## config.mk

```make
export PLATFORM = sky130hd
export DESIGN_NAME = spo2_window_fio2_stepper_flat
export DESIGN_NICKNAME = d
export VERILOG_FILES = /design/src/design/swfs_pkg.sv /design/src/design/swfs_if.sv /design/src/design/spo2_window_fio2_stepper.sv /design/src/design/swfs_front.sv /design/src/design/swfs_queue.sv /design/src/design/swfs_back.sv /design/src/flat_wrapper.sv
export SDC_FILE = /design/constraint.sdc
export NUM_CORES = 1
export LEC_CHECK = 0
export BUFFER_PORTS_ARGS = -buffer_cell sky130_fd_sc_hd__buf_2
export CAP_MARGIN = 20
export CELL_PAD_IN_SITES_DETAIL_PLACEMENT = 0
export CELL_PAD_IN_SITES_GLOBAL_PLACEMENT = 1
export CORE_AREA = 2 2 190 192
export DETAILED_ROUTE_END_ITERATION = 12
export DIE_AREA = 0 0 192 194
export GPL_TIMING_DRIVEN = 0
export MAX_ROUTING_LAYER = met4
export PLACE_DENSITY = 0.82
export SYNTH_ARGS = -nofsm -noshare
export SYNTH_HDL_FRONTEND = slang
export SYNTH_SLANG_ARGS = --single-unit
```

## constraint.sdc

```tcl
create_clock -name clk -period 5.7 [get_ports clk]
set_clock_uncertainty 0.1 [all_clocks]
set_input_delay 0.57 -clock clk [delete_from_list [all_inputs] [get_ports clk]]
set_output_delay 0.57 -clock clk [all_outputs]
set_load 0.03 [all_outputs]
```

## src/design/swfs_pkg.sv

```systemverilog
// Shared types, constants and status codes for the SpO2 window / FiO2 stepper.
package swfs_pkg;

  localparam int WIN_W  = 8;
  localparam int SPO2_W = 7;
  localparam int FIO2_W = 7;
  localparam int STAT_W = 4;
  localparam int SUM_W  = 15;
  localparam int ACMD_W = 2;

  localparam int MAX_WINDOW = 255;

  // divider: dividend 2*sum+n, divisor 2*n
  localparam int DIV_W     = SUM_W + 2;
  localparam int DEN_W     = WIN_W + 1;
  localparam int DIV_CNT_W = $clog2(DIV_W);

  localparam int QUEUE_DEPTH = 2;
  localparam int QPTR_W      = $clog2(QUEUE_DEPTH);

  localparam int CFG_DATA_W = 32;
  localparam int CFG_ADDR_W = 5;
  localparam int REG_IDX_W  = 3;

  localparam logic [REG_IDX_W-1:0] REG_WINDOW    = 3'd0;
  localparam logic [REG_IDX_W-1:0] REG_SPO2_MIN  = 3'd1;
  localparam logic [REG_IDX_W-1:0] REG_SPO2_MAX  = 3'd2;
  localparam logic [REG_IDX_W-1:0] REG_SPO2_MID  = 3'd3;
  localparam logic [REG_IDX_W-1:0] REG_FIO2_MIN  = 3'd4;
  localparam logic [REG_IDX_W-1:0] REG_FIO2_MAX  = 3'd5;
  localparam logic [REG_IDX_W-1:0] REG_INIT_FIO2 = 3'd6;

  localparam logic [WIN_W-1:0]  RST_WINDOW    = 8'd30;
  localparam logic [SPO2_W-1:0] RST_SPO2_MIN  = 7'd88;
  localparam logic [SPO2_W-1:0] RST_SPO2_MAX  = 7'd95;
  localparam logic [SPO2_W-1:0] RST_SPO2_MID  = 7'd91;
  localparam logic [FIO2_W-1:0] RST_FIO2_MIN  = 7'd21;
  localparam logic [FIO2_W-1:0] RST_FIO2_MAX  = 7'd100;
  localparam logic [FIO2_W-1:0] RST_INIT_FIO2 = 7'd21;

  localparam logic CMD_SAMPLE   = 1'b0;
  localparam logic CMD_OVERRIDE = 1'b1;

  localparam logic [STAT_W-1:0] ST_MIDDLE     = 4'd0;
  localparam logic [STAT_W-1:0] ST_MID_BELOW  = 4'd1;
  localparam logic [STAT_W-1:0] ST_MID_HIGH   = 4'd2;
  localparam logic [STAT_W-1:0] ST_BELOW_L1   = 4'd3;
  localparam logic [STAT_W-1:0] ST_BELOW_AL1  = 4'd4;
  localparam logic [STAT_W-1:0] ST_BELOW_L2   = 4'd5;
  localparam logic [STAT_W-1:0] ST_HIGH_L1    = 4'd6;
  localparam logic [STAT_W-1:0] ST_HIGH_AL1   = 4'd7;
  localparam logic [STAT_W-1:0] ST_HIGH_L2    = 4'd8;
  localparam logic [STAT_W-1:0] ST_ALARM      = 4'd9;

  localparam logic [ACMD_W-1:0] ALARM_KEEP    = 2'd0;
  localparam logic [ACMD_W-1:0] ALARM_ENABLE  = 2'd1;
  localparam logic [ACMD_W-1:0] ALARM_DISABLE = 2'd2;

  localparam logic [SPO2_W-1:0] AVG_FLOOR = 7'd21;
  localparam logic [SPO2_W-1:0] AVG_CEIL  = 7'd100;
  localparam logic [SPO2_W:0]   BAND_GAP  = 8'd3;
  localparam logic [FIO2_W-1:0] STEP_BIG  = 7'd6;
  localparam logic [FIO2_W-1:0] STEP_MID  = 7'd4;
  localparam logic [FIO2_W-1:0] STEP_SML  = 7'd2;
  localparam logic [FIO2_W:0]   FIO2_SAT  = 8'd127;

  typedef struct packed {
    logic [WIN_W-1:0]  window_length;
    logic [SPO2_W-1:0] spo2_minimum;
    logic [SPO2_W-1:0] spo2_maximum;
    logic [SPO2_W-1:0] spo2_middle;
    logic [FIO2_W-1:0] fio2_minimum;
    logic [FIO2_W-1:0] fio2_maximum;
  } cfg_t;

  // one entry of the front/back queue: a closed window or a status override
  typedef struct packed {
    logic              override;
    logic [SUM_W-1:0]  sum;
    logic [WIN_W-1:0]  count;
    logic [STAT_W-1:0] status_value;
  } job_t;

endpackage

```

## src/design/swfs_if.sv

```systemverilog
// Valid/ready channel interfaces for the input beats and the result beats.
interface swfs_in_if;
  import swfs_pkg::*;
  logic              valid;
  logic              ready;
  logic              command;
  logic [SPO2_W-1:0] spo2_sample;
  logic [STAT_W-1:0] status_value;

  modport source (output valid, command, spo2_sample, status_value, input ready);
  modport sink   (input valid, command, spo2_sample, status_value, output ready);
endinterface

interface swfs_out_if;
  import swfs_pkg::*;
  logic              valid;
  logic              ready;
  logic [SPO2_W-1:0] average_spo2;
  logic [STAT_W-1:0] status;
  logic [FIO2_W-1:0] fio2_target;
  logic              valve_update;
  logic [SPO2_W-1:0] baseline_spo2;
  logic              baseline_saved;
  logic              clear_level_timer;
  logic              clear_response_timer;
  logic [ACMD_W-1:0] alarm_timer_cmd;

  modport source (output valid, average_spo2, status, fio2_target, valve_update,
                  baseline_spo2, baseline_saved, clear_level_timer,
                  clear_response_timer, alarm_timer_cmd, input ready);
  modport sink   (input valid, average_spo2, status, fio2_target, valve_update,
                  baseline_spo2, baseline_saved, clear_level_timer,
                  clear_response_timer, alarm_timer_cmd, output ready);
endinterface

```

## src/design/spo2_window_fio2_stepper.sv

```systemverilog
// Top level of the SpO2 window averager and FiO2 target stepper.
// Each input beat is either a saturation sample (command 0) or a status override
// (command 1). Samples are summed in the front end; a sample that does not close the
// window is absorbed in its cycle and gives no result. When the count reaches
// window_length (0 acts as 1) the sum and count go into a two-entry queue and the
// decision engine takes them: it pops the job, runs the bit-serial divider that forms
// round-half-up avg = (2*sum+n)/(2*n) at one bit per cycle, then runs the rule base
// and loads the result register. The front keeps taking beats while the queue has
// room; the engine pops and divides while a finished result waits in the output
// register, but holds at the rule base until that result is taken. Overrides with
// codes 10..15 are dropped; valid ones pass through the queue so they land in order
// with decisions.
// Configuration goes through the APB port, 32-bit registers at 4*index: window
// length, SpO2 min/max/middle, FiO2 min/max and initial FiO2 (writing it also loads
// the live FiO2 target). Write registers only while the block is idle.
module spo2_window_fio2_stepper (
  input  logic                                  clk,
  input  logic                                  rst_n,
  swfs_in_if.sink                               in_chan,
  swfs_out_if.source                            out_chan,
  input  logic                                  cfg_psel,
  input  logic                                  cfg_penable,
  input  logic                                  cfg_pwrite,
  input  logic [swfs_pkg::CFG_ADDR_W-1:0]       cfg_paddr,
  input  logic [swfs_pkg::CFG_DATA_W-1:0]       cfg_pwdata,
  output logic [swfs_pkg::CFG_DATA_W-1:0]       cfg_prdata,
  output logic                                  cfg_pready
);
  import swfs_pkg::*;

  logic [WIN_W-1:0]  window_r;
  logic [SPO2_W-1:0] spo2_min_r, spo2_max_r, spo2_mid_r;
  logic [FIO2_W-1:0] fio2_min_r, fio2_max_r, init_fio2_r;

  logic                 wr_en;
  logic [REG_IDX_W-1:0] reg_idx;
  logic                 load_fio2;
  cfg_t                 cfg;

  logic q_push, q_pop, q_full, q_empty;
  job_t push_job, pop_job;

  // APB: always ready, write lands on the access phase
  assign cfg_pready = 1'b1;
  assign wr_en      = cfg_psel && cfg_penable && cfg_pwrite;
  assign reg_idx    = cfg_paddr[CFG_ADDR_W-1:2];
  assign load_fio2  = wr_en && (reg_idx == REG_INIT_FIO2);

  always_ff @(posedge clk) begin
    if (!rst_n) begin
      window_r    <= RST_WINDOW;
      spo2_min_r  <= RST_SPO2_MIN;
      spo2_max_r  <= RST_SPO2_MAX;
      spo2_mid_r  <= RST_SPO2_MID;
      fio2_min_r  <= RST_FIO2_MIN;
      fio2_max_r  <= RST_FIO2_MAX;
      init_fio2_r <= RST_INIT_FIO2;
    end else if (wr_en) begin
      case (reg_idx)
        REG_WINDOW:    window_r    <= cfg_pwdata[WIN_W-1:0];
        REG_SPO2_MIN:  spo2_min_r  <= cfg_pwdata[SPO2_W-1:0];
        REG_SPO2_MAX:  spo2_max_r  <= cfg_pwdata[SPO2_W-1:0];
        REG_SPO2_MID:  spo2_mid_r  <= cfg_pwdata[SPO2_W-1:0];
        REG_FIO2_MIN:  fio2_min_r  <= cfg_pwdata[FIO2_W-1:0];
        REG_FIO2_MAX:  fio2_max_r  <= cfg_pwdata[FIO2_W-1:0];
        REG_INIT_FIO2: init_fio2_r <= cfg_pwdata[FIO2_W-1:0];
        default: ;  // unmapped: write ignored
      endcase
    end
  end

  always_comb begin
    case (reg_idx)
      REG_WINDOW:    cfg_prdata = {{(CFG_DATA_W-WIN_W){1'b0}}, window_r};
      REG_SPO2_MIN:  cfg_prdata = {{(CFG_DATA_W-SPO2_W){1'b0}}, spo2_min_r};
      REG_SPO2_MAX:  cfg_prdata = {{(CFG_DATA_W-SPO2_W){1'b0}}, spo2_max_r};
      REG_SPO2_MID:  cfg_prdata = {{(CFG_DATA_W-SPO2_W){1'b0}}, spo2_mid_r};
      REG_FIO2_MIN:  cfg_prdata = {{(CFG_DATA_W-FIO2_W){1'b0}}, fio2_min_r};
      REG_FIO2_MAX:  cfg_prdata = {{(CFG_DATA_W-FIO2_W){1'b0}}, fio2_max_r};
      REG_INIT_FIO2: cfg_prdata = {{(CFG_DATA_W-FIO2_W){1'b0}}, init_fio2_r};
      default:       cfg_prdata = '0;
    endcase
  end

  assign cfg.window_length = window_r;
  assign cfg.spo2_minimum  = spo2_min_r;
  assign cfg.spo2_maximum  = spo2_max_r;
  assign cfg.spo2_middle   = spo2_mid_r;
  assign cfg.fio2_minimum  = fio2_min_r;
  assign cfg.fio2_maximum  = fio2_max_r;

  // front end: window accumulation and beat classification
  swfs_front u_front (
    .clk           (clk),
    .rst_n         (rst_n),
    .in_chan       (in_chan),
    .window_length (cfg.window_length),
    .q_full        (q_full),
    .q_push        (q_push),
    .q_job         (push_job)
  );

  swfs_queue u_queue (
    .clk      (clk),
    .rst_n    (rst_n),
    .push     (q_push),
    .push_job (push_job),
    .pop      (q_pop),
    .pop_job  (pop_job),
    .full     (q_full),
    .empty    (q_empty)
  );

  // back end: divider, rule base, result register
  swfs_back u_back (
    .clk       (clk),
    .rst_n     (rst_n),
    .out_chan  (out_chan),
    .cfg       (cfg),
    .load_fio2 (load_fio2),
    .init_fio2 (cfg_pwdata[FIO2_W-1:0]),
    .q_empty   (q_empty),
    .q_job     (pop_job),
    .q_pop     (q_pop)
  );

endmodule

```

## src/design/swfs_front.sv

```systemverilog
// Front end: takes input beats, accumulates the window, queues decisions and overrides.
module swfs_front (
  input  logic                       clk,
  input  logic                       rst_n,
  swfs_in_if.sink                    in_chan,
  input  logic [swfs_pkg::WIN_W-1:0] window_length,
  input  logic                       q_full,
  output logic                       q_push,
  output swfs_pkg::job_t             q_job
);
  import swfs_pkg::*;

  logic [SUM_W-1:0] sum_r, sum_nxt;
  logic [WIN_W-1:0] count_r, count_nxt;
  logic [SUM_W-1:0] sum_inc;
  logic [WIN_W-1:0] count_inc;
  logic [WIN_W-1:0] win_eff;
  logic             accept;
  logic             is_sample;
  logic             win_full;

  assign in_chan.ready = !q_full;
  assign accept        = in_chan.valid && in_chan.ready;
  assign is_sample     = (in_chan.command == CMD_SAMPLE);

  // count stays below the window, so it never wraps; 8-bit length is already <= MAX_WINDOW
  assign sum_inc   = sum_r + {{(SUM_W-SPO2_W){1'b0}}, in_chan.spo2_sample};
  assign count_inc = count_r + {{(WIN_W-1){1'b0}}, 1'b1};
  assign win_eff   = (window_length == '0) ? {{(WIN_W-1){1'b0}}, 1'b1} : window_length;
  assign win_full  = (count_inc >= win_eff);

  always_comb begin
    sum_nxt   = sum_r;
    count_nxt = count_r;
    q_push    = 1'b0;
    if (accept && is_sample) begin
      if (win_full) begin
        sum_nxt   = '0;
        count_nxt = '0;
        q_push    = 1'b1;
      end else begin
        sum_nxt   = sum_inc;
        count_nxt = count_inc;
      end
    end else if (accept) begin
      // out-of-range override codes are dropped here
      q_push = (in_chan.status_value <= ST_ALARM);
    end
  end

  assign q_job.override     = !is_sample;
  assign q_job.sum          = sum_inc;
  assign q_job.count        = count_inc;
  assign q_job.status_value = in_chan.status_value;

  always_ff @(posedge clk) begin
    if (!rst_n) begin
      sum_r   <= '0;
      count_r <= '0;
    end else begin
      sum_r   <= sum_nxt;
      count_r <= count_nxt;
    end
  end

  a_window_job_nonzero: assert property (@(posedge clk) disable iff (!rst_n)
    q_push && !q_job.override |-> q_job.count != '0)
    else $error("window job with zero samples");

endmodule

```

## src/design/swfs_queue.sv

```systemverilog
// Short job queue between the front end and the decision engine.
module swfs_queue (
  input  logic           clk,
  input  logic           rst_n,
  input  logic           push,
  input  swfs_pkg::job_t push_job,
  input  logic           pop,
  output swfs_pkg::job_t pop_job,
  output logic           full,
  output logic           empty
);
  import swfs_pkg::*;

  job_t              mem_r [QUEUE_DEPTH];
  logic [QPTR_W-1:0] wr_ptr_r, wr_ptr_nxt;
  logic [QPTR_W-1:0] rd_ptr_r, rd_ptr_nxt;
  logic [QPTR_W:0]   cnt_r, cnt_nxt;

  function automatic logic [QPTR_W-1:0] ptr_inc(input logic [QPTR_W-1:0] p);
    logic [QPTR_W-1:0] r;
    if (p == QPTR_W'(QUEUE_DEPTH - 1)) r = '0;
    else r = p + QPTR_W'(1);
    return r;
  endfunction

  assign full    = (cnt_r == (QPTR_W+1)'(QUEUE_DEPTH));
  assign empty   = (cnt_r == '0);
  assign pop_job = mem_r[rd_ptr_r];

  always_comb begin
    wr_ptr_nxt = push ? ptr_inc(wr_ptr_r) : wr_ptr_r;
    rd_ptr_nxt = pop ? ptr_inc(rd_ptr_r) : rd_ptr_r;
    cnt_nxt    = cnt_r;
    if (push && !pop) cnt_nxt = cnt_r + (QPTR_W+1)'(1);
    else if (pop && !push) cnt_nxt = cnt_r - (QPTR_W+1)'(1);
  end

  always_ff @(posedge clk) begin
    if (!rst_n) begin
      wr_ptr_r <= '0;
      rd_ptr_r <= '0;
      cnt_r    <= '0;
    end else begin
      wr_ptr_r <= wr_ptr_nxt;
      rd_ptr_r <= rd_ptr_nxt;
      cnt_r    <= cnt_nxt;
      if (push) mem_r[wr_ptr_r] <= push_job;
    end
  end

  a_no_overflow: assert property (@(posedge clk) disable iff (!rst_n)
    push |-> !full || pop)
    else $error("queue push while full");

  a_no_underflow: assert property (@(posedge clk) disable iff (!rst_n)
    pop |-> !empty)
    else $error("queue pop while empty");

endmodule

```

## src/design/swfs_back.sv

```systemverilog
// Decision engine: serial rounding divider, status rule base, FiO2 stepping, result register.
module swfs_back (
  input  logic                        clk,
  input  logic                        rst_n,
  swfs_out_if.source                  out_chan,
  input  swfs_pkg::cfg_t              cfg,
  input  logic                        load_fio2,
  input  logic [swfs_pkg::FIO2_W-1:0] init_fio2,
  input  logic                        q_empty,
  input  swfs_pkg::job_t              q_job,
  output logic                        q_pop
);
  import swfs_pkg::*;

  typedef enum logic [1:0] {S_IDLE, S_DIV, S_DECIDE} bstate_t;

  bstate_t              state_r, state_nxt;
  logic [DIV_W-1:0]     num_r, num_nxt;
  logic [DEN_W-1:0]     den_r, den_nxt;
  logic [DEN_W-1:0]     rem_r, rem_nxt;
  logic [DIV_CNT_W-1:0] cnt_r, cnt_nxt;
  logic [STAT_W-1:0]    cur_status_r, cur_status_nxt;
  logic [FIO2_W-1:0]    target_r, target_nxt;
  logic [SPO2_W-1:0]    baseline_r, baseline_nxt;
  logic                 out_valid_r, out_valid_nxt;

  logic [SPO2_W-1:0] o_avg_r, o_avg_nxt;
  logic [STAT_W-1:0] o_status_r, o_status_nxt;
  logic [FIO2_W-1:0] o_fio2_r, o_fio2_nxt;
  logic              o_valve_r, o_valve_nxt;
  logic [SPO2_W-1:0] o_base_r, o_base_nxt;
  logic              o_saved_r, o_saved_nxt;
  logic              o_clr_lvl_r, o_clr_lvl_nxt;
  logic              o_clr_rsp_r, o_clr_rsp_nxt;
  logic [ACMD_W-1:0] o_alarm_r, o_alarm_nxt;

  logic [DEN_W:0]    rem_sh;
  logic              q_bit;
  logic [SPO2_W-1:0] avg;
  logic [SPO2_W:0]   a8, lo8, hi8;
  logic              decide_fire;

  // rule-base results
  logic [STAT_W-1:0] r_status;
  logic [FIO2_W-1:0] r_target;
  logic [SPO2_W-1:0] r_base;
  logic              r_valve, r_saved, r_clr_lvl, r_clr_rsp, r_entry;
  logic [ACMD_W-1:0] r_alarm;

  function automatic logic [FIO2_W-1:0] step_up(input logic [FIO2_W-1:0] v,
                                                input logic [FIO2_W-1:0] d,
                                                input logic [FIO2_W-1:0] fmax);
    logic [FIO2_W:0]   s;
    logic [FIO2_W-1:0] r;
    s = {1'b0, v} + {1'b0, d};
    r = (s > FIO2_SAT) ? FIO2_SAT[FIO2_W-1:0] : s[FIO2_W-1:0];
    if (r > fmax) r = fmax;
    return r;
  endfunction

  function automatic logic [FIO2_W-1:0] step_down(input logic [FIO2_W-1:0] v,
                                                  input logic [FIO2_W-1:0] d,
                                                  input logic [FIO2_W-1:0] fmin);
    logic [FIO2_W-1:0] r;
    r = (v > d) ? (v - d) : '0;
    if (r < fmin) r = fmin;
    return r;
  endfunction

  // restoring divider, one quotient bit per cycle, quotient shifts into num_r
  assign rem_sh = {rem_r, num_r[DIV_W-1]};
  assign q_bit  = (rem_sh >= {1'b0, den_r});

  // num_r holds the quotient once the divider is done
  always_comb begin
    if (num_r > {{(DIV_W-SPO2_W){1'b0}}, AVG_CEIL}) avg = AVG_CEIL;
    else if (num_r < {{(DIV_W-SPO2_W){1'b0}}, AVG_FLOOR}) avg = AVG_FLOOR;
    else avg = num_r[SPO2_W-1:0];
  end

  assign a8  = {1'b0, avg};
  assign lo8 = {1'b0, cfg.spo2_minimum};
  assign hi8 = {1'b0, cfg.spo2_maximum};

  always_comb begin
    r_status  = cur_status_r;
    r_target  = target_r;
    r_base    = baseline_r;
    r_valve   = 1'b0;
    r_saved   = 1'b0;
    r_clr_lvl = 1'b0;
    r_clr_rsp = 1'b0;
    r_alarm   = ALARM_KEEP;
    r_entry   = 1'b0;
    if (a8 < lo8 && cur_status_r != ST_ALARM) begin
      if (a8 + BAND_GAP < lo8) begin
        if (cur_status_r != ST_BELOW_L2) begin
          r_status = ST_BELOW_L2;
          r_target = step_up(target_r, STEP_BIG, cfg.fio2_maximum);
          r_entry  = 1'b1;
        end
      end else if (cur_status_r != ST_BELOW_L1 && cur_status_r != ST_BELOW_AL1) begin
        r_status = ST_BELOW_L1;
        r_target = step_up(target_r, STEP_MID, cfg.fio2_maximum);
        r_entry  = 1'b1;
      end
      if (r_target > cfg.fio2_maximum) r_target = cfg.fio2_maximum;
      r_valve = 1'b1;
    end else if (a8 > hi8 && cur_status_r != ST_ALARM) begin
      if (a8 > hi8 + BAND_GAP) begin
        if (cur_status_r != ST_HIGH_L2) begin
          r_status = ST_HIGH_L2;
          r_target = step_down(target_r, STEP_BIG, cfg.fio2_minimum);
          r_entry  = 1'b1;
        end
      end else if (cur_status_r != ST_HIGH_L1 && cur_status_r != ST_HIGH_AL1) begin
        r_status = ST_HIGH_L1;
        r_target = step_down(target_r, STEP_MID, cfg.fio2_minimum);
        r_entry  = 1'b1;
      end
      if (r_target < cfg.fio2_minimum) r_target = cfg.fio2_minimum;
      r_valve = 1'b1;
    end else if (a8 >= lo8 && a8 <= hi8) begin
      if (avg < cfg.spo2_middle) begin
        if (cur_status_r != ST_MID_BELOW) begin
          r_status  = ST_MID_BELOW;
          r_target  = step_up(target_r, STEP_SML, cfg.fio2_maximum);
          r_clr_lvl = 1'b1;
          r_clr_rsp = 1'b1;
          r_alarm   = ALARM_ENABLE;
        end
      end else if (avg > cfg.spo2_middle) begin
        if (cur_status_r != ST_MID_HIGH) begin
          r_status  = ST_MID_HIGH;
          r_base    = avg;
          r_saved   = 1'b1;
          r_target  = step_down(target_r, STEP_SML, cfg.fio2_minimum);
          r_clr_lvl = 1'b1;
          r_alarm   = ALARM_ENABLE;
        end
      end else begin
        r_status  = ST_MIDDLE;
        r_base    = avg;
        r_saved   = 1'b1;
        r_clr_lvl = 1'b1;
        r_clr_rsp = 1'b1;
        r_alarm   = ALARM_DISABLE;
      end
      r_valve = 1'b1;
    end
    // entry to a low or high band
    if (r_entry) begin
      r_base    = avg;
      r_saved   = 1'b1;
      r_clr_lvl = 1'b1;
      r_clr_rsp = 1'b1;
      r_alarm   = ALARM_ENABLE;
    end
  end

  assign decide_fire = (state_r == S_DECIDE) && (!out_valid_r || out_chan.ready);

  always_comb begin
    state_nxt      = state_r;
    num_nxt        = num_r;
    den_nxt        = den_r;
    rem_nxt        = rem_r;
    cnt_nxt        = cnt_r;
    cur_status_nxt = cur_status_r;
    target_nxt     = target_r;
    baseline_nxt   = baseline_r;
    out_valid_nxt  = out_valid_r && !out_chan.ready;
    o_avg_nxt      = o_avg_r;
    o_status_nxt   = o_status_r;
    o_fio2_nxt     = o_fio2_r;
    o_valve_nxt    = o_valve_r;
    o_base_nxt     = o_base_r;
    o_saved_nxt    = o_saved_r;
    o_clr_lvl_nxt  = o_clr_lvl_r;
    o_clr_rsp_nxt  = o_clr_rsp_r;
    o_alarm_nxt    = o_alarm_r;
    q_pop          = 1'b0;
    case (state_r)
      S_IDLE: begin
        if (!q_empty) begin
          q_pop = 1'b1;
          if (q_job.override) begin
            cur_status_nxt = q_job.status_value;
          end else begin
            num_nxt   = {1'b0, q_job.sum, 1'b0} + {{(DIV_W-WIN_W){1'b0}}, q_job.count};
            den_nxt   = {q_job.count, 1'b0};
            rem_nxt   = '0;
            cnt_nxt   = '0;
            state_nxt = S_DIV;
          end
        end
      end
      S_DIV: begin
        rem_nxt = q_bit ? DEN_W'(rem_sh - {1'b0, den_r}) : rem_sh[DEN_W-1:0];
        num_nxt = {num_r[DIV_W-2:0], q_bit};
        cnt_nxt = cnt_r + DIV_CNT_W'(1);
        if (cnt_r == DIV_CNT_W'(DIV_W - 1)) state_nxt = S_DECIDE;
      end
      S_DECIDE: begin
        if (decide_fire) begin
          cur_status_nxt = r_status;
          target_nxt     = r_target;
          baseline_nxt   = r_base;
          out_valid_nxt  = 1'b1;
          o_avg_nxt      = avg;
          o_status_nxt   = r_status;
          o_fio2_nxt     = r_target;
          o_valve_nxt    = r_valve;
          o_base_nxt     = r_base;
          o_saved_nxt    = r_saved;
          o_clr_lvl_nxt  = r_clr_lvl;
          o_clr_rsp_nxt  = r_clr_rsp;
          o_alarm_nxt    = r_alarm;
          state_nxt      = S_IDLE;
        end
      end
      default: state_nxt = S_IDLE;
    endcase
    if (load_fio2) target_nxt = init_fio2;
  end

  always_ff @(posedge clk) begin
    if (!rst_n) begin
      state_r      <= S_IDLE;
      cur_status_r <= ST_MIDDLE;
      target_r     <= RST_INIT_FIO2;
      baseline_r   <= '0;
      out_valid_r  <= 1'b0;
    end else begin
      state_r      <= state_nxt;
      cur_status_r <= cur_status_nxt;
      target_r     <= target_nxt;
      baseline_r   <= baseline_nxt;
      out_valid_r  <= out_valid_nxt;
      num_r        <= num_nxt;
      den_r        <= den_nxt;
      rem_r        <= rem_nxt;
      cnt_r        <= cnt_nxt;
      o_avg_r      <= o_avg_nxt;
      o_status_r   <= o_status_nxt;
      o_fio2_r     <= o_fio2_nxt;
      o_valve_r    <= o_valve_nxt;
      o_base_r     <= o_base_nxt;
      o_saved_r    <= o_saved_nxt;
      o_clr_lvl_r  <= o_clr_lvl_nxt;
      o_clr_rsp_r  <= o_clr_rsp_nxt;
      o_alarm_r    <= o_alarm_nxt;
    end
  end

  assign out_chan.valid                = out_valid_r;
  assign out_chan.average_spo2         = o_avg_r;
  assign out_chan.status               = o_status_r;
  assign out_chan.fio2_target          = o_fio2_r;
  assign out_chan.valve_update         = o_valve_r;
  assign out_chan.baseline_spo2        = o_base_r;
  assign out_chan.baseline_saved       = o_saved_r;
  assign out_chan.clear_level_timer    = o_clr_lvl_r;
  assign out_chan.clear_response_timer = o_clr_rsp_r;
  assign out_chan.alarm_timer_cmd      = o_alarm_r;

  a_status_tracks_result: assert property (@(posedge clk) disable iff (!rst_n)
    decide_fire |=> o_status_r == cur_status_r && o_base_r == baseline_r)
    else $error("result beat disagrees with held status/baseline");

  a_hold_is_quiet: assert property (@(posedge clk) disable iff (!rst_n)
    out_valid_r && !o_valve_r |-> !o_saved_r && !o_clr_lvl_r && !o_clr_rsp_r
                                  && o_alarm_r == ALARM_KEEP)
    else $error("alarm hold result carries commands");

  a_divisor_nonzero: assert property (@(posedge clk) disable iff (!rst_n)
    state_r == S_DIV |-> den_r != '0)
    else $error("divide by zero window");

endmodule
```

## src/flat_wrapper.sv

```systemverilog
// flat-port wrapper written by rule: the top's interface ports become plain ports
module spo2_window_fio2_stepper_flat import swfs_pkg::*;
  (clk, rst_n, cfg_psel, cfg_penable, cfg_pwrite, cfg_paddr, cfg_pwdata, cfg_prdata, cfg_pready, in_chan_valid, in_chan_command, in_chan_spo2_sample, in_chan_status_value, in_chan_ready, out_chan_valid, out_chan_average_spo2, out_chan_status, out_chan_fio2_target, out_chan_valve_update, out_chan_baseline_spo2, out_chan_baseline_saved, out_chan_clear_level_timer, out_chan_clear_response_timer, out_chan_alarm_timer_cmd, out_chan_ready);
  swfs_in_if in_chan_i ();
  swfs_out_if out_chan_i ();
  input  logic clk;
  input  logic rst_n;
  input  logic cfg_psel;
  input  logic cfg_penable;
  input  logic cfg_pwrite;
  input  logic [swfs_pkg::CFG_ADDR_W-1:0] cfg_paddr;
  input  logic [swfs_pkg::CFG_DATA_W-1:0] cfg_pwdata;
  output logic [swfs_pkg::CFG_DATA_W-1:0] cfg_prdata;
  output logic cfg_pready;
  input wire logic [$bits(in_chan_i.valid)-1:0] in_chan_valid;
  input wire logic [$bits(in_chan_i.command)-1:0] in_chan_command;
  input wire logic [$bits(in_chan_i.spo2_sample)-1:0] in_chan_spo2_sample;
  input wire logic [$bits(in_chan_i.status_value)-1:0] in_chan_status_value;
  output wire logic [$bits(in_chan_i.ready)-1:0] in_chan_ready;
  output wire logic [$bits(out_chan_i.valid)-1:0] out_chan_valid;
  output wire logic [$bits(out_chan_i.average_spo2)-1:0] out_chan_average_spo2;
  output wire logic [$bits(out_chan_i.status)-1:0] out_chan_status;
  output wire logic [$bits(out_chan_i.fio2_target)-1:0] out_chan_fio2_target;
  output wire logic [$bits(out_chan_i.valve_update)-1:0] out_chan_valve_update;
  output wire logic [$bits(out_chan_i.baseline_spo2)-1:0] out_chan_baseline_spo2;
  output wire logic [$bits(out_chan_i.baseline_saved)-1:0] out_chan_baseline_saved;
  output wire logic [$bits(out_chan_i.clear_level_timer)-1:0] out_chan_clear_level_timer;
  output wire logic [$bits(out_chan_i.clear_response_timer)-1:0] out_chan_clear_response_timer;
  output wire logic [$bits(out_chan_i.alarm_timer_cmd)-1:0] out_chan_alarm_timer_cmd;
  input wire logic [$bits(out_chan_i.ready)-1:0] out_chan_ready;
  assign in_chan_i.valid = in_chan_valid;
  assign in_chan_i.command = in_chan_command;
  assign in_chan_i.spo2_sample = in_chan_spo2_sample;
  assign in_chan_i.status_value = in_chan_status_value;
  assign in_chan_ready = in_chan_i.ready;
  assign out_chan_valid = out_chan_i.valid;
  assign out_chan_average_spo2 = out_chan_i.average_spo2;
  assign out_chan_status = out_chan_i.status;
  assign out_chan_fio2_target = out_chan_i.fio2_target;
  assign out_chan_valve_update = out_chan_i.valve_update;
  assign out_chan_baseline_spo2 = out_chan_i.baseline_spo2;
  assign out_chan_baseline_saved = out_chan_i.baseline_saved;
  assign out_chan_clear_level_timer = out_chan_i.clear_level_timer;
  assign out_chan_clear_response_timer = out_chan_i.clear_response_timer;
  assign out_chan_alarm_timer_cmd = out_chan_i.alarm_timer_cmd;
  assign out_chan_i.ready = out_chan_ready;
  spo2_window_fio2_stepper u_core (.clk(clk), .rst_n(rst_n), .in_chan(in_chan_i), .out_chan(out_chan_i), .cfg_psel(cfg_psel), .cfg_penable(cfg_penable), .cfg_pwrite(cfg_pwrite), .cfg_paddr(cfg_paddr), .cfg_pwdata(cfg_pwdata), .cfg_prdata(cfg_prdata), .cfg_pready(cfg_pready));
endmodule
```

==> results.py <==
metrics = {
    "timing": {
        "maxSlewViolCount": 0,
        "clock.fmax_mhz": 173.4,
        "period_share": 1.011,
        "setup_viol": 6,
        "hold_violations": 0,
        "min_period_ns": 5.765,
        "rsz0062_at_grt": "true",
        "max_slew.worst_pin.slew_ns": 1.040,
        "relSlewSlack": 0.2971,
        "whs_ns": 0.1795,
        "fin_ws_ns": -0.06543,
    },
    "drt": {
        "drtIter0Drc": 1147,
        "drc": 0,
        "drt_wl_total_um": 45390,
        "vias": 12920,
        "drtAntennaViolNets": 0,
        "dr.pass1.iters": 5,
        "wl_per_cell_um": 20.16,
        "viasPerCell": 5.740,
    },
    "synth": {
        "syn_avg_cell_area_um2": 9.198,
        "yosysTopAreaCell": "edfxtp_1",
        "ys_ff_latch": 225,
        "synth_area_um2": 14960,
        "ys_seq_area_frac": 0.3855,
        "synth_cell_types": 81,
        "synth_edf_count": 126,
        "synth_area_leaders": "edfxtp_1 25%, dfxtp_1 13%, ha_1 11%",
        "yosysWarnings": 0,
        "synthCells": 1626,
        "ys.flop_type": "edfxtp_1",
        "synth_top_area_share": 0.2530,
        "async_reset_ff_frac": 0,
    },
    "final_layout": {
        "final_cell_mix": "150 x nand2_1, 127 x nor2_1, 127 x ha_1",
        "finalNonFillerCells": 2251,
        "final_nets": 1962,
        "layout_commonest_cell": "nand2_1",
        "diodes": 0,
        "final_area_um2": 17520,
        "layout-drive-gt1-share": 0.1715,
        "areaGrowthSynthToFinish_pct": 17.16,
        "fillers": 3314,
    },
    "placement": {
        "gp_congestion": 1.015,
        "hpwl_um": 34440,
        "placed_cell_area_um2": 16070,
        "dp.cells": 2179,
        "place_ws_ns": -1.235,
        "io_buffers": 63,
    },
    "floorplanning": {
        "die_w_um": 192,
        "design.core.area_um2": 35220,
        "initial_core_util": 0.4246,
        "io_pins": 122,
        "die_y_um": 194,
        "dieArea_um2": 37250,
        "rows": 69,
    },
    "worst_setup_path": {
        "arrival_ns": 6.08,
        "crit_family": "compound AO/OA/AOI/OAI gates",
        "cp_max_fo": 8,
        "slowest_delay_ns": 0.55,
        "endpoint_kind": "register",
        "setup.worst_path.start_class": "register",
        "crit_required_ns": 6.01,
        "crit_chain": "nor4_4 -> nand3_2 -> a221oi_4 -> nor2b_4 -> nor3_4 -> a31o_2 -> ha_2 -> or4_4 -> o22ai_4 -> mux2_4 -> a22oi_2 -> o21ai_2 -> ha_1 -> a21o_1 -> a21o_1 -> a221oi_4 -> a41o_1 -> buf_8 -> nor2_2 -> a21oi_2 -> o22a_1 -> o211ai_1 -> a221o_1",
        "critical_path_class": "register to register",
        "critPathBufInv": 1,
        "crit_slowest_cell": "or4_4",
    },
    "clocking": {
        "htree_levels": 1,
        "clkLatencyLatePin_ns": 0.53,
        "clock-root-buffer": "clkbuf_16",
        "cts.sinks": 225,
        "cts_tree": "yes",
        "cts_made_buffers": 25,
        "clk_pin_slew_ns": 0.06,
        "clockBufferDepth": 3,
    },
    "global_route": {
        "antenna_found_initial": 0,
        "grtUsageTotal": 0.2477,
        "grt_max_degree": 18,
        "grt_overflow_total": 0,
        "grt_pass1_vias": 12310,
        "grt_pass1_wl_um": 70050,
    },
    "run": {
        "timing.max_cap.violations": 0,
    },
    "power_and_ir_drop": {
        "power_frac_seq": 0.382,
        "combinationalPowerShare": 0.293,
        "pwr-share-clk": 0.324,
        "power_density_nw_per_um2": 294.6,
        "internal-power_w": 0.003477,
        "p_leak_nw": 7.127,
        "net-switching-power_w": 0.001685,
        "sw_frac_of_total": 0.3265,
        "ir_drop_mv": 0.3104,
    },
    "worst_hold_path": {
        "hp-class": "primary input to register",
    },
    "run_status": {
        "violations": "negative setup slack",
        "status": "finished, violations left",
    },
}
## registers in the layout (all words and copies together), names as in the netlist, 4 cells and up, named ones only
name	cells
u_core.u_back.num_r	17
u_core.spo2_max_r	7
u_core.u_back.out_chan.status	4
u_core.fio2_max_r	7
u_core.u_back.target_r	7
u_core.u_front.count_r	8
u_core.u_back.baseline_r	7
u_core.u_back.cur_status_r	4
u_core.spo2_min_r	7
u_core.window_r	8
u_core.u_back.out_chan.baseline_spo2	7
u_core.u_back.cnt_r	5
u_core.u_back.rem_r	9
u_core.init_fio2_r	7
u_core.u_back.out_chan.fio2_target	7
u_core.u_back.out_chan.average_spo2	7
u_core.fio2_min_r	7
u_core.u_back.den_r	8
u_core.spo2_mid_r	7
u_core.u_queue.mem_r	56
u_core.u_front.sum_r	15
## what timing repair did
action / in CTS / in global routing
pin swaps: 28 / 21
gates resized for setup: 72 / 30
endpoints found under the setup margin: 14 / 14
setup buffers: 17 / 11
hold buffers: 0 / 0
## metrics by stage
step           setup TNS, ns    util  power [W]
4_1_cts              -0.1885  0.4917   0.005139
3_3_place_gp          -18.90  0.4531   0.003353
5_1_grt               -3.832  0.4974   0.005401
2_1_floorplan              0       -   0.002998
6_report             -0.1977  0.4974   0.005162
3_5_place_dp          -15.93  0.4561   0.003384
## synth_stat cells, types with 13 or more instances
master / count
ha_1: 131
a21o_1: 23
buf_4: 25
a22oi_1: 13
nand4_1: 19
nand2b_1: 26
dfxtp_1: 99
mux2i_1: 56
and3_1: 19
nor2_1: 137
nor3_1: 24
xor2_1: 23
xnor2_1: 37
nand3_1: 43
mux2_2: 35
clkbuf_1: 61
inv_1: 86
a211oi_1: 13
nand2_1: 152
o211ai_1: 37
a21oi_1: 127
edfxtp_1: 126
o21ai_0: 91
nor2b_1: 28
## cell families (layout without fill, tap and decap cells)
group | count (synthesis) | count (layout) | share of synthesized area
other | 2 | 25 | 0.0005022
xor gates and xnor gates | 60 | 60 | 0.03514
buffers and inverters | 188 | 329 | 0.05430
AOI/OAI and AO/OA | 413 | 413 | 0.1778
adders and majority gates | 134 | 134 | 0.1136
muxes | 95 | 95 | 0.06986
DFF | 225 | 225 | 0.3855
and+or+nand+nor | 509 | 509 | 0.1633
## power by group through the flow
stage	combinational, W	clock (W)	sequential, W
floorplan	0.00102	0	0.00198
global placement	0.00135	0	0.00200
detailed placement	0.00139	0	0.00200
CTS	0.00146	0.00170	0.00197
global route	0.00166	0.00176	0.00199
finish	0.00151	0.00167	0.00197
## routing by layer
metal  up-vias  track usage  share of wire
met5         -            -              0
met4         0      0.07012          0.030
met2       473       0.3689           0.44
met3        82      0.03167          0.071
met1      6178       0.3526           0.46
li1       6187            -              -
## final timing paths
path / from / to / slack, ns / cells after the start
hold / removal: in_chan_status_value[2] / u_core.u_queue.mem_r[0][2] / 0.18 / 1
hold reg to reg: u_core.u_back.baseline_r[1] / u_core.u_back.baseline_r[1] / 0.36 / 2
setup / recovery: u_core.u_back.num_r[10] / u_core.u_back.target_r[2] / -0.07 / 23
setup reg to reg: u_core.u_back.num_r[10] / u_core.u_back.target_r[2] / -0.07 / 23
## area by class of cell
cell class | count | area [µm²] | area share
multi-input cells | 1236 | 8847 | 0.5049
plain buffers | 97 | 491.7 | 0.02806
well taps | 461 | 576.8 | 0.03292
clock inverters | 11 | 123.9 | 0.007069
inverters | 88 | 341.6 | 0.01949
clock buffers | 34 | 732.0 | 0.04177
repair buffers | 99 | 641.9 | 0.03663
flip-flops and latches | 225 | 5767 | 0.3291
(Power assumes the default switching activity.)
